===== src/rtl/dds_pkg.sv =====
`timescale 1ns / 1ps

package dds_pkg;

  localparam int unsigned ACC_BITS  = 24;
  localparam int unsigned IDX_BITS  = 8;
  localparam int unsigned INC_BITS  = 24;
  localparam int unsigned CFG_BITS  = 24;
  localparam int unsigned CFG_IDX_W = 2;
  localparam int unsigned DIV_STEPS = 8;
  localparam int unsigned DIV_CNT_W = $clog2(DIV_STEPS);

  localparam logic [7:0] SAMPLE_MID  = 8'h80;
  localparam logic [7:0] SAMPLE_HIGH = 8'hFF;
  localparam logic [7:0] SAMPLE_LOW  = 8'h00;

  localparam logic [2:0] MODE_RESET = 3'd0;
  localparam logic [7:0] DUTY_RESET = 8'd128;
  localparam logic [INC_BITS-1:0] INC_RESET = INC_BITS'(1000);

  typedef enum logic [CFG_IDX_W-1:0] {
    CFG_MODE = 2'd0,
    CFG_DUTY = 2'd1,
    CFG_INC  = 2'd2
  } cfg_idx_t;

  typedef enum logic [2:0] {
    MODE_SINE     = 3'd0,
    MODE_SQUARE   = 3'd1,
    MODE_TRIANGLE = 3'd2,
    MODE_SAW_UP   = 3'd3,
    MODE_SAW_DOWN = 3'd4,
    MODE_CONST    = 3'd5
  } mode_t;

  typedef enum logic [1:0] {
    S_IDLE,
    S_PHASE,
    S_DIV,
    S_DONE
  } state_t;

  typedef struct packed {
    logic       start;
    logic [7:0] x;
    logic [8:0] d;
  } div_req_t;

  typedef struct packed {
    logic       busy;
    logic [7:0] q;
    logic       rem_nz;
  } div_rsp_t;

  localparam logic [7:0] SINE_HALF [0:128] = '{
    8'd0,   8'd1,   8'd1,   8'd1,   8'd1,   8'd1,   8'd2,   8'd2,
    8'd3,   8'd4,   8'd4,   8'd5,   8'd6,   8'd7,   8'd8,   8'd9,
    8'd10,  8'd11,  8'd13,  8'd14,  8'd15,  8'd17,  8'd19,  8'd20,
    8'd22,  8'd24,  8'd25,  8'd27,  8'd29,  8'd31,  8'd33,  8'd36,
    8'd38,  8'd40,  8'd42,  8'd45,  8'd47,  8'd49,  8'd52,  8'd54,
    8'd57,  8'd60,  8'd62,  8'd65,  8'd68,  8'd70,  8'd73,  8'd76,
    8'd79,  8'd82,  8'd85,  8'd88,  8'd91,  8'd94,  8'd97,  8'd100,
    8'd103, 8'd106, 8'd109, 8'd112, 8'd115, 8'd118, 8'd121, 8'd124,
    8'd128, 8'd131, 8'd134, 8'd137, 8'd140, 8'd143, 8'd146, 8'd149,
    8'd152, 8'd155, 8'd158, 8'd161, 8'd164, 8'd167, 8'd170, 8'd173,
    8'd176, 8'd179, 8'd182, 8'd185, 8'd187, 8'd190, 8'd193, 8'd195,
    8'd198, 8'd201, 8'd203, 8'd206, 8'd208, 8'd210, 8'd213, 8'd215,
    8'd217, 8'd219, 8'd222, 8'd224, 8'd226, 8'd228, 8'd230, 8'd231,
    8'd233, 8'd235, 8'd236, 8'd238, 8'd240, 8'd241, 8'd242, 8'd244,
    8'd245, 8'd246, 8'd247, 8'd248, 8'd249, 8'd250, 8'd251, 8'd251,
    8'd252, 8'd253, 8'd253, 8'd254, 8'd254, 8'd254, 8'd254, 8'd254,
    8'd255
  };

  function automatic logic [7:0] sine_at(input logic [7:0] p);
    logic [7:0] k;
    k = (p > 8'd128) ? 8'(9'd256 - {1'b0, p}) : p;
    return SINE_HALF[k];
  endfunction

endpackage


===== src/rtl/dds_in_if.sv =====
`timescale 1ns / 1ps

interface dds_in_if;
  logic valid;
  logic ready;
  logic advance;

  modport source (output valid, output advance, input ready);
  modport sink (input valid, input advance, output ready);
endinterface


===== src/rtl/dds_out_if.sv =====
`timescale 1ns / 1ps

interface dds_out_if;
  logic       valid;
  logic       ready;
  logic [7:0] sample;
  logic [7:0] phase_index;

  modport source (output valid, output sample, output phase_index, input ready);
  modport sink (input valid, input sample, input phase_index, output ready);
endinterface


===== src/rtl/dds_div.sv =====
`timescale 1ns / 1ps

module dds_div (
  input  logic               clk,
  input  logic               rst_n,
  input  dds_pkg::div_req_t  req,
  output dds_pkg::div_rsp_t  rsp
);
  import dds_pkg::*;

  logic                 busy_r, busy_nxt;
  logic [DIV_CNT_W-1:0] cnt_r, cnt_nxt;
  logic [8:0]           rem_r, rem_nxt;
  logic [8:0]           d_r, d_nxt;
  logic [7:0]           q_r, q_nxt;
  logic [9:0]           shifted;
  logic [9:0]           diff;
  logic                 take;

  // restoring step: the quotient of (x*256)/d where x < d
  always_comb begin
    shifted  = {rem_r, 1'b0};
    diff     = shifted - {1'b0, d_r};
    take     = (shifted >= {1'b0, d_r});
    busy_nxt = busy_r;
    cnt_nxt  = cnt_r;
    rem_nxt  = rem_r;
    d_nxt    = d_r;
    q_nxt    = q_r;
    if (req.start) begin
      busy_nxt = 1'b1;
      cnt_nxt  = '0;
      rem_nxt  = {1'b0, req.x};
      d_nxt    = req.d;
      q_nxt    = '0;
    end else if (busy_r) begin
      rem_nxt = take ? diff[8:0] : shifted[8:0];
      q_nxt   = {q_r[6:0], take};
      cnt_nxt = cnt_r + 1'b1;
      if (cnt_r == DIV_CNT_W'(DIV_STEPS - 1)) begin
        busy_nxt = 1'b0;
      end
    end
  end

  always_ff @(posedge clk) begin
    if (!rst_n) begin
      busy_r <= 1'b0;
      cnt_r  <= '0;
    end else begin
      busy_r <= busy_nxt;
      cnt_r  <= cnt_nxt;
    end
    rem_r <= rem_nxt;
    d_r   <= d_nxt;
    q_r   <= q_nxt;
  end

  assign rsp.busy   = busy_r;
  assign rsp.q      = q_r;
  assign rsp.rem_nz = (rem_r != '0);

endmodule


===== src/rtl/dds_waveform_generator_top.sv =====
`timescale 1ns / 1ps

// channel   dir  handshake        payload
// in_ch     in   valid / ready    advance
// out_ch    out  valid / ready    sample[7:0], phase_index[7:0]
// cfg_*     in   cfg_we           cfg_index[1:0], cfg_wdata[23:0]
//
// One item at a time, taken only in the idle state; triangle items also pass
// through the 8-step divider, and the divide state holds while it is busy.
// A finished result sits in the output register; the next item is taken
// meanwhile, and its result waits for that register to drain.
// Synchronous active-low reset clears the accumulator and output valid, and
// sets state, mode, duty and increment to their reset values.

module dds_waveform_generator_top (
  input  logic                               clk,
  input  logic                               rst_n,
  dds_in_if.sink                             in_ch,
  dds_out_if.source                          out_ch,
  input  logic                               cfg_we,
  input  logic [dds_pkg::CFG_IDX_W-1:0]      cfg_index,
  input  logic [dds_pkg::CFG_BITS-1:0]       cfg_wdata
);
  import dds_pkg::*;

  state_t              state_r, state_nxt;
  logic [2:0]          mode_r;
  logic [7:0]          duty_r;
  logic [INC_BITS-1:0] inc_r;
  logic [ACC_BITS-1:0] acc_r, acc_nxt;
  logic [7:0]          p_r;
  logic                out_valid_r;
  logic [7:0]          out_sample_r;
  logic [7:0]          out_phase_r;

  logic                in_fire;
  logic                out_free;
  logic                out_load;
  logic [IDX_BITS+7:0] idx_ext;
  logic [7:0]          p_now;
  logic                rising;
  logic [8:0]          up;
  logic [7:0]          tri_val;
  logic [7:0]          sample;
  div_req_t            div_req;
  div_rsp_t            div_rsp;

  dds_div u_div (
    .clk   (clk),
    .rst_n (rst_n),
    .req   (div_req),
    .rsp   (div_rsp)
  );

  assign in_fire  = in_ch.valid && in_ch.ready;
  assign out_free = !out_valid_r || out_ch.ready;
  assign idx_ext  = {acc_r[ACC_BITS-1 -: IDX_BITS], 8'b0};
  assign p_now    = idx_ext[IDX_BITS+7 -: 8];
  assign acc_nxt  = (in_fire && in_ch.advance) ? acc_r + ACC_BITS'(inc_r) : acc_r;

  always_comb begin
    state_nxt = state_r;
    unique case (state_r)
      S_IDLE:  if (in_fire) state_nxt = S_PHASE;
      S_PHASE: state_nxt = (mode_t'(mode_r) == MODE_TRIANGLE) ? S_DIV : S_DONE;
      S_DIV:   if (!div_rsp.busy) state_nxt = S_DONE;
      S_DONE:  if (out_free) state_nxt = S_IDLE;
      default: state_nxt = S_IDLE;
    endcase
  end

  always_comb begin
    in_ch.ready   = 1'b0;
    out_load      = 1'b0;
    div_req.start = 1'b0;
    unique case (state_r)
      S_IDLE:  in_ch.ready = 1'b1;
      S_PHASE: div_req.start = (mode_t'(mode_r) == MODE_TRIANGLE);
      S_DIV:   ;
      S_DONE:  out_load = out_free;
      default: ;
    endcase
  end

  // divide operands from the phase latched in S_PHASE's cycle
  always_comb begin
    if (p_now < duty_r) begin
      div_req.x = p_now;
      div_req.d = {1'b0, duty_r};
    end else begin
      div_req.x = p_now - duty_r;
      div_req.d = 9'd256 - {1'b0, duty_r};
    end
  end

  always_comb begin
    rising  = (p_r < duty_r);
    up      = {1'b0, div_rsp.q} + {8'b0, div_rsp.rem_nz};
    tri_val = rising ? div_rsp.q
                     : (up > 9'd255) ? SAMPLE_LOW : 8'(9'd255 - up);
    case (mode_t'(mode_r))
      MODE_SINE:     sample = sine_at(p_r);
      MODE_SQUARE:   sample = rising ? SAMPLE_HIGH : SAMPLE_LOW;
      MODE_TRIANGLE: sample = tri_val;
      MODE_SAW_UP:   sample = p_r;
      MODE_SAW_DOWN: sample = SAMPLE_HIGH - p_r;
      default:       sample = SAMPLE_MID;
    endcase
  end

  always_ff @(posedge clk) begin
    if (!rst_n) begin
      state_r     <= S_IDLE;
      mode_r      <= MODE_RESET;
      duty_r      <= DUTY_RESET;
      inc_r       <= INC_RESET;
      acc_r       <= '0;
      out_valid_r <= 1'b0;
    end else begin
      state_r <= state_nxt;
      acc_r   <= acc_nxt;
      if (cfg_we) begin
        unique case (cfg_idx_t'(cfg_index))
          CFG_MODE: mode_r <= cfg_wdata[2:0];
          CFG_DUTY: duty_r <= cfg_wdata[7:0];
          CFG_INC:  inc_r  <= cfg_wdata[INC_BITS-1:0];
          default:  ;
        endcase
      end
      if (out_load) begin
        out_valid_r <= 1'b1;
      end else if (out_ch.ready) begin
        out_valid_r <= 1'b0;
      end
    end
    if (state_r == S_PHASE) begin
      p_r <= p_now;
    end
    if (out_load) begin
      out_sample_r <= sample;
      out_phase_r  <= p_r;
    end
  end

  assign out_ch.valid       = out_valid_r;
  assign out_ch.sample      = out_sample_r;
  assign out_ch.phase_index = out_phase_r;

  a_div_in_div_state: assert property (@(posedge clk) disable iff (!rst_n)
    div_rsp.busy |-> (state_r == S_DIV))
    else $error("divider busy outside divide state");

  a_accept_to_phase: assert property (@(posedge clk) disable iff (!rst_n)
    in_fire |=> (state_r == S_PHASE))
    else $error("accepted item did not enter phase state");

  a_acc_holds: assert property (@(posedge clk) disable iff (!rst_n)
    !(in_fire && in_ch.advance) |=> $stable(acc_r))
    else $error("accumulator moved without an advancing item");

  a_load_frees: assert property (@(posedge clk) disable iff (!rst_n)
    out_load |=> (out_valid_r && state_r == S_IDLE))
    else $error("result load did not return to idle");

endmodule


===== src/flat_wrapper.sv =====
// flat-port wrapper written by rule: the top's interface ports become plain ports
module dds_waveform_generator_top_flat import dds_pkg::*;
  (clk, rst_n, cfg_we, cfg_index, cfg_wdata, in_ch_valid, in_ch_advance, in_ch_ready, out_ch_valid, out_ch_sample, out_ch_phase_index, out_ch_ready);
  dds_in_if in_ch_i ();
  dds_out_if out_ch_i ();
  input  logic clk;
  input  logic rst_n;
  input  logic cfg_we;
  input  logic [dds_pkg::CFG_IDX_W-1:0] cfg_index;
  input  logic [dds_pkg::CFG_BITS-1:0] cfg_wdata;
  input wire logic [$bits(in_ch_i.valid)-1:0] in_ch_valid;
  input wire logic [$bits(in_ch_i.advance)-1:0] in_ch_advance;
  output wire logic [$bits(in_ch_i.ready)-1:0] in_ch_ready;
  output wire logic [$bits(out_ch_i.valid)-1:0] out_ch_valid;
  output wire logic [$bits(out_ch_i.sample)-1:0] out_ch_sample;
  output wire logic [$bits(out_ch_i.phase_index)-1:0] out_ch_phase_index;
  input wire logic [$bits(out_ch_i.ready)-1:0] out_ch_ready;
  assign in_ch_i.valid = in_ch_valid;
  assign in_ch_i.advance = in_ch_advance;
  assign in_ch_ready = in_ch_i.ready;
  assign out_ch_valid = out_ch_i.valid;
  assign out_ch_sample = out_ch_i.sample;
  assign out_ch_phase_index = out_ch_i.phase_index;
  assign out_ch_i.ready = out_ch_ready;
  dds_waveform_generator_top u_core (.clk(clk), .rst_n(rst_n), .in_ch(in_ch_i), .out_ch(out_ch_i), .cfg_we(cfg_we), .cfg_index(cfg_index), .cfg_wdata(cfg_wdata));
endmodule

===== config.mk =====
export PLATFORM = sky130hd
export DESIGN_NAME = dds_waveform_generator_top_flat
export DESIGN_NICKNAME = d
export VERILOG_FILES = /design/src/rtl/dds_pkg.sv /design/src/rtl/dds_in_if.sv /design/src/rtl/dds_out_if.sv /design/src/rtl/dds_div.sv /design/src/rtl/dds_waveform_generator_top.sv /design/src/flat_wrapper.sv
export SDC_FILE = /design/constraint.sdc
export NUM_CORES = 1
export LEC_CHECK = 0
export ABC_AREA = 1
export BUFFER_PORTS_ARGS = -buffer_cell sky130_fd_sc_hd__buf_2
export CAP_MARGIN = 15
export CORE_MARGIN = 3
export CORE_UTILIZATION = 55
export CTS_BUF_LIST = sky130_fd_sc_hd__clkbuf_16
export CTS_CLUSTER_DIAMETER = 60
export CTS_CLUSTER_SIZE = 8
export DETAILED_ROUTE_END_ITERATION = 8
export GPL_TIMING_DRIVEN = 0
export PLACE_DENSITY = 0.71
export SKIP_LAST_GASP = 1
export SLEW_MARGIN = 20
export SYNTH_ARGS = -nofsm -noshare
export SYNTH_HDL_FRONTEND = slang
export SYNTH_SLANG_ARGS = --single-unit

===== constraint.sdc =====
create_clock -name clk -period 10.15 [get_ports clk]
set_clock_uncertainty 0.2 [all_clocks]
set_input_delay 0.5075 -clock clk [delete_from_list [all_inputs] [get_ports clk]]
set_output_delay 0.5075 -clock clk [all_outputs]
set_load 0.005 [all_outputs]

Word-level counts from Yosys, hierarchy flattened
Memory sizes are Yosys's and may differ from the RTL's.
Index checks and enable logic that the tools add are counted.

operators by class
  add/subtract/negate cells = 9
  $lt $le $gt $ge = 6
  eq/ne operators = 13
  mux-type cells = 24
  bitwise operators = 2
  reduce and logical (&&, ||, !) cells = 15

operator list
  kind                   count
  $mux W8                8
  $pmux W8 S5            1
  $add A24 B24 Y24       1
  $mux W17               1
  $lt A8 B8 Y1           2
  $sub A8 B8 Y8 const A  2
  $ge A10 B9 Y1          1
  $add A8 B1 Y9          1
  $ge A9 B9 Y1 const B   1
  $gt A9 B8 Y1 const B   1
  $mux W1                9
  $mux W9                1
  $not A8 Y9             1
  $reduce_bool A9 Y1     1
  $sub A9 B8 Y9 const A  1
  $sub A9 B9 Y9          1
  $gt A8 B8 Y1 const B   1
  $pmux W2 S4            1
  $sub A1 B8 Y8 const A  1
  $sub A8 B8 Y8          1
  $eq A2 B2 Y1 const B   3
  $eq A3 B2 Y1 const B   2
  $eq A3 B3 Y1 const B   2
  $mux W2                3
  15 further kinds       22

storage, ports and cells
  bits in registers = 116
  ROM bits = 2048
  logic and storage cells = 86
  memories = 1

memories
  memory            words  bits a word  rd ports  clocked after Yosys merged registers in  write ports  line           RTL
  (name not given)  256    8            1         0                                        0            dds_pkg.sv:78  return SINE_HALF[k];

Logic depth before layout (Yosys ltp)
  depth after elaboration = 7
  gate-level depth with buffers = 23
  mapped depth without buffers = 22

By module
A second synthesis with hierarchy kept.

unflattened totals
  cell total of the unflattened synthesis = 1197
  area total of the unflattened synthesis = 8348.0 um^2

by module, submodules not included
  module                      instances  cells an instance  area an instance (um^2)  seq. area each (um^2)
  dds_waveform_generator_top  1          986                6660.1                   1961.9
  dds_div                     1          211                1687.9                   770.7

Worst setup path after synthesis
No wires, ideal clock.

  path type = flip-flop to flip-flop
  start = register u_core.p_r[0]
  end = register u_core.out_sample_r[0], in the netlist u_core.out_ch.sample[0] (data pin)
  arrival time = 2.841 ns
  required time = 9.687 ns
  setup slack = 6.847 ns
  cell stages (with the launch flop) = 20
  clock period less this slack = 3.303 ns
  cells stage by stage = edfxtp_1 -> inv_2 -> buf_4 -> ha_1 -> nand2_1 -> nor2_2 -> nand2_4 -> nand2_4 -> nand2_1 -> nand2_1 -> inv_1 -> ha_1 -> inv_1 -> nand3_1 -> nand2_1 -> o21ai_1 -> o21ai_1 -> nand3_1 -> a21oi_1 -> nand3_1

on the way
  longest elaborated chain between the ends = 7
  elaborated cells between the ends (all ways) = 12

ends and longest elaborated chain
  item                                           line                               RTL
  start: declaration                             dds_waveform_generator_top.sv:31   logic [7:0] p_r;
  start signal: assignment                       dds_waveform_generator_top.sv:137  p_r <= p_now;
  $sub A1 B8 Y8 or $gt A8 B8 Y1 (tied branches)  dds_pkg.sv:77                      k = (p > 8'd128) ? 8'(9'd256 - {1'b0, p}) : p;
  $mux W8                                        dds_pkg.sv:77
  $not A8 Y9 (not written as such)               dds_pkg.sv:78
  $mem_v2 Z256 W8                                n/a
  $mux W8 (not written as such) (2 in series)    dds_pkg.sv:78
  $pmux W8 S5 (*)                                dds_waveform_generator_top.sv:101  case (mode_t'(mode_r))
  net u_core.sample[0]                           dds_waveform_generator_top.sv:44   logic [7:0] sample;
  end signal: assignment                         dds_waveform_generator_top.sv:140  out_sample_r <= sample;
  end: declaration                               dds_waveform_generator_top.sv:33   logic [7:0] out_sample_r;

The timed path passes the listed nets; every way through them passes the cells marked *. The select of a mux whose other input is x is not followed.
A chain may end at the register's enable or synchronous reset.

Worst setup path after layout
Ends and elaborated chain as after synthesis.

==> qor.yml <==
status: "complete, no violations"
synth_mux_area_frac: 0
fin_ws_ns: 6.00
finalWorstPathRequiredPeriod_ns: 4.15
max_freq_ghz: 0.241
placement.cell_area_mm2: 0.00878
grt_use_total: 0.299
vdd.ir_drop.worst_uv: 141
drt-initial-drc-count: 617
chipWidth_um: 129
dp.final_hpwl_um: 18700
i_o_buffers: 48
drt.antenna.violating_nets: 0
layout_common_cells: "nand2_1, inv_1, nor2_1"
grt_pass1_vias: 7669
vias: 8198
drv_slew: 0
die-area_mm2: 0.0166
timing.critical_path.fanout_max: 13
ctsLongestPathBuffers: 2
globalRoute.totalOverflow: 0
slew_headroom: 0.487
power_switching_share: 0.433
final_hold_viol_count: 0
power.internal_w: 0.00132
syn-mean-instance-area_um2: 7.09
async_reset_ff_frac: 0
worst-setup-path-type: "reg -> reg"
drive_gt1_frac: 0.0975
root_buffer: "clkbuf_16"
floorplan.die.height_um: 129
timing.final.crit_share: 0.409
maximum_number_of_pins_on_one_net_before_global_route_repair: 19
synth-seq-cells: 116
core.rowCount: 44
design_area_mm2: 0.00937
final_common_cell: "nand2_1"
max_slew.worst_pin.slew_ns: 0.764
dp_worst_setup_slack_ns: 6.00
setup_viol_count_final: 0
grt_first_pass_wirelength_um: 39000
setup_repair_after_global_routing_missed_its_margin: "false"
floorplan.initialDensity: 0.567
synth-warning-count: 0
finalNetCount: 1337
synth-compound-area-share: 0.192
top_signal_layer_used: "met4"
synth_top_family_by_area: "simple AND/OR/NAND/NOR gates"
ctsHoldBuffers: 0
cts.repair_timing.setup_buffer_count: 0
num_antenna_cells: 0
final_core_utilization: 0.640
viasPerCell: 5.71
wirelength_um: 24400
synth-edff-count: 41
cts_repair_resize_count: 0
core_box_area_mm2: 0.0146
detail_route.wirelength.met1_um: 10800
p_comb_frac: 0.471
wl_met2_um: 11800
clock_tree.htree_level_count: 4
worstPathArrival_ns: 4.10
share_seq_of_total_power: 0.281
layout-area-overhead-vs-synth_pct: 12.9
cts_num_sinks: 116
leakagePower_nw: 4.42
critPathCaptureType: "flip-flop"
met3_wl_post_dr_um: 1130
power_density_mw_per_mm2: 249
maxCapViolations: 0
num_io_pins: 50
syn_area_mm2: 0.00830
yosysUniqueCellTypes: 42
hold_class: "in -> reg"
clock_insertion_delay_worst_skew_ns: 0.42
numCtsBuffers: 17
average_wire_per_cell_in_the_routed_design_um: 17.0
place_congestion: 0.968
power.net_switching_w: 0.00101
net_count_synth: 1269
yosys.area_share.simple: 0.254
setup.worst_path.start_class: "flip-flop"
clk_pin_slew_ns: 0.06
synthesized_area_fraction_occupied_by_xor_and_xnor_cells: 0.0327
dominantRegCellSynth: "dfxtp_1"
cts_tree: "done"
drtPass1Iterations: 5
totalNegativeSetupSlack_ns: 0
post_synth_inst_count: 1170
required_ns: 10.10
antenna_violations_before_repair: 0
post_synth_fa_ha_maj_area_fraction: 0.104
ys_seq_area_frac: 0.329
drcViolationCount: 0
clockPowerShare: 0.248
==> cells in the mapped netlist (5+ instances only) <==
master,n,area share
o21bai_1,12,0.011
edfxtp_1,41,0.15
o21ai_1,18,0.011
nand3_1,79,0.048
dfxtp_1,75,0.18
inv_1,140,0.063
o22ai_1,9,0.0068
ha_1,64,0.096
nand2_1,244,0.11
o21a_1,6,0.0054
o21ai_0,104,0.063
inv_2,10,0.0045
o211ai_1,23,0.021
a31oi_1,7,0.0053
nand4_1,14,0.011
clkbuf_1,18,0.0081
xnor2_1,7,0.0074
nand2_4,5,0.0068
a21oi_1,91,0.055
xor2_1,24,0.025
buf_4,6,0.0054
nor3_1,20,0.012
nor2_1,107,0.048
==> sequential cells by signal, summed over array words and instances, names as in the netlist <==
| signal | cells |
|---|---|
| u_core.u_div.q_r | 8 |
| u_core.u_div.rem_r | 9 |
| u_core.state_r | 2 |
| u_core.out_ch.phase_index | 8 |
| u_core.acc_r | 24 |
| u_core.out_ch.sample | 8 |
| u_core.u_div.busy_r | 1 |
| u_core.u_div.d_r | 9 |
| u_core.duty_r | 8 |
| u_core.inc_r | 24 |
| u_core.p_r | 8 |
| u_core.mode_r | 3 |
| u_core.out_ch.valid | 1 |
| u_core.u_div.cnt_r | 3 |
==> metrics by stage <==
stage / std cells / total power [W] / hold slack [ns]
2_1_floorplan: 1170 / 0.00145 / 0.233
3_3_place_gp: 1402 / 0.00173 / 0.254
3_5_place_dp: 1403 / 0.00173 / 0.259
4_1_cts: 1435 / 0.00231 / 0.103
5_1_grt: 1435 / 0.00250 / 0.115
6_report: 1435 / 0.00233 / 0.109
==> routing by layer <==
layer / up-vias / global-route usage
li1: 4102 / -
met1: 3799 / 0.384
met2: 247 / 0.510
met3: 50 / 0.0428
met4: 0 / 0.111
met5: - / 0
==> cell type report <==
| type | count | area, um^2 |
|---|---|---|
| repair buffers | 49 | 251 |
| multi-input cells | 872 | 4840 |
| well taps | 184 | 230 |
| inverters | 150 | 563 |
| flip-flops and latches | 116 | 2730 |
| clock buffers | 21 | 526 |
| clock inverters | 11 | 56.3 |
| plain buffers | 32 | 170 |
| fillers | 1372 | 5280 |
==> worst paths after layout <==
kind / to / slack (ns) / start / cells after the start
worst max register to register: u_core.out_ch.sample[0] / 6.00 / u_core.p_r[0] / 19
worst max-delay path: u_core.out_ch.sample[0] / 6.00 / u_core.p_r[0] / 19
worst min-delay path: u_core.inc_r[18] / 0.11 / cfg_wdata[18] / 3
worst min register to register: u_core.inc_r[5] / 0.27 / u_core.inc_r[5] / 2
==> power by group through the flow <==
stage / clock, W / sequential (W) / combinational, W
finish: 0.000578 / 0.000655 / 0.00110
global route: 0.000601 / 0.000663 / 0.00124
CTS: 0.000583 / 0.000653 / 0.00108
detailed placement: 0 / 0.000661 / 0.00107
global placement: 0 / 0.000661 / 0.00107
floorplan: 0 / 0.000636 / 0.000809
==> worst max-delay path: stages (launching register included) <==
cell	delay, ns
edfxtp_1	0.60
inv_2	0.12
buf_4	0.21
ha_1	0.26
nand2_1	0.09
nor2_2	0.12
nand2_4	0.09
nand2_4	0.09
nand2_1	0.13
nand2_1	0.30
inv_1	0.14
ha_1	0.36
inv_1	0.08
nand3_1	0.27
nand2_1	0.26
o21ai_1	0.09
o21ai_1	0.13
nand3_1	0.11
a21oi_1	0.15
nand3_1	0.07
==> cells by family after synthesis <==
logic type	count (synthesis)
flops	116
xor+xnor	31
fa+ha+maj	67
buf+inv	182
simple gates	489
compound gates	285
(Power assumes the default switching activity.)
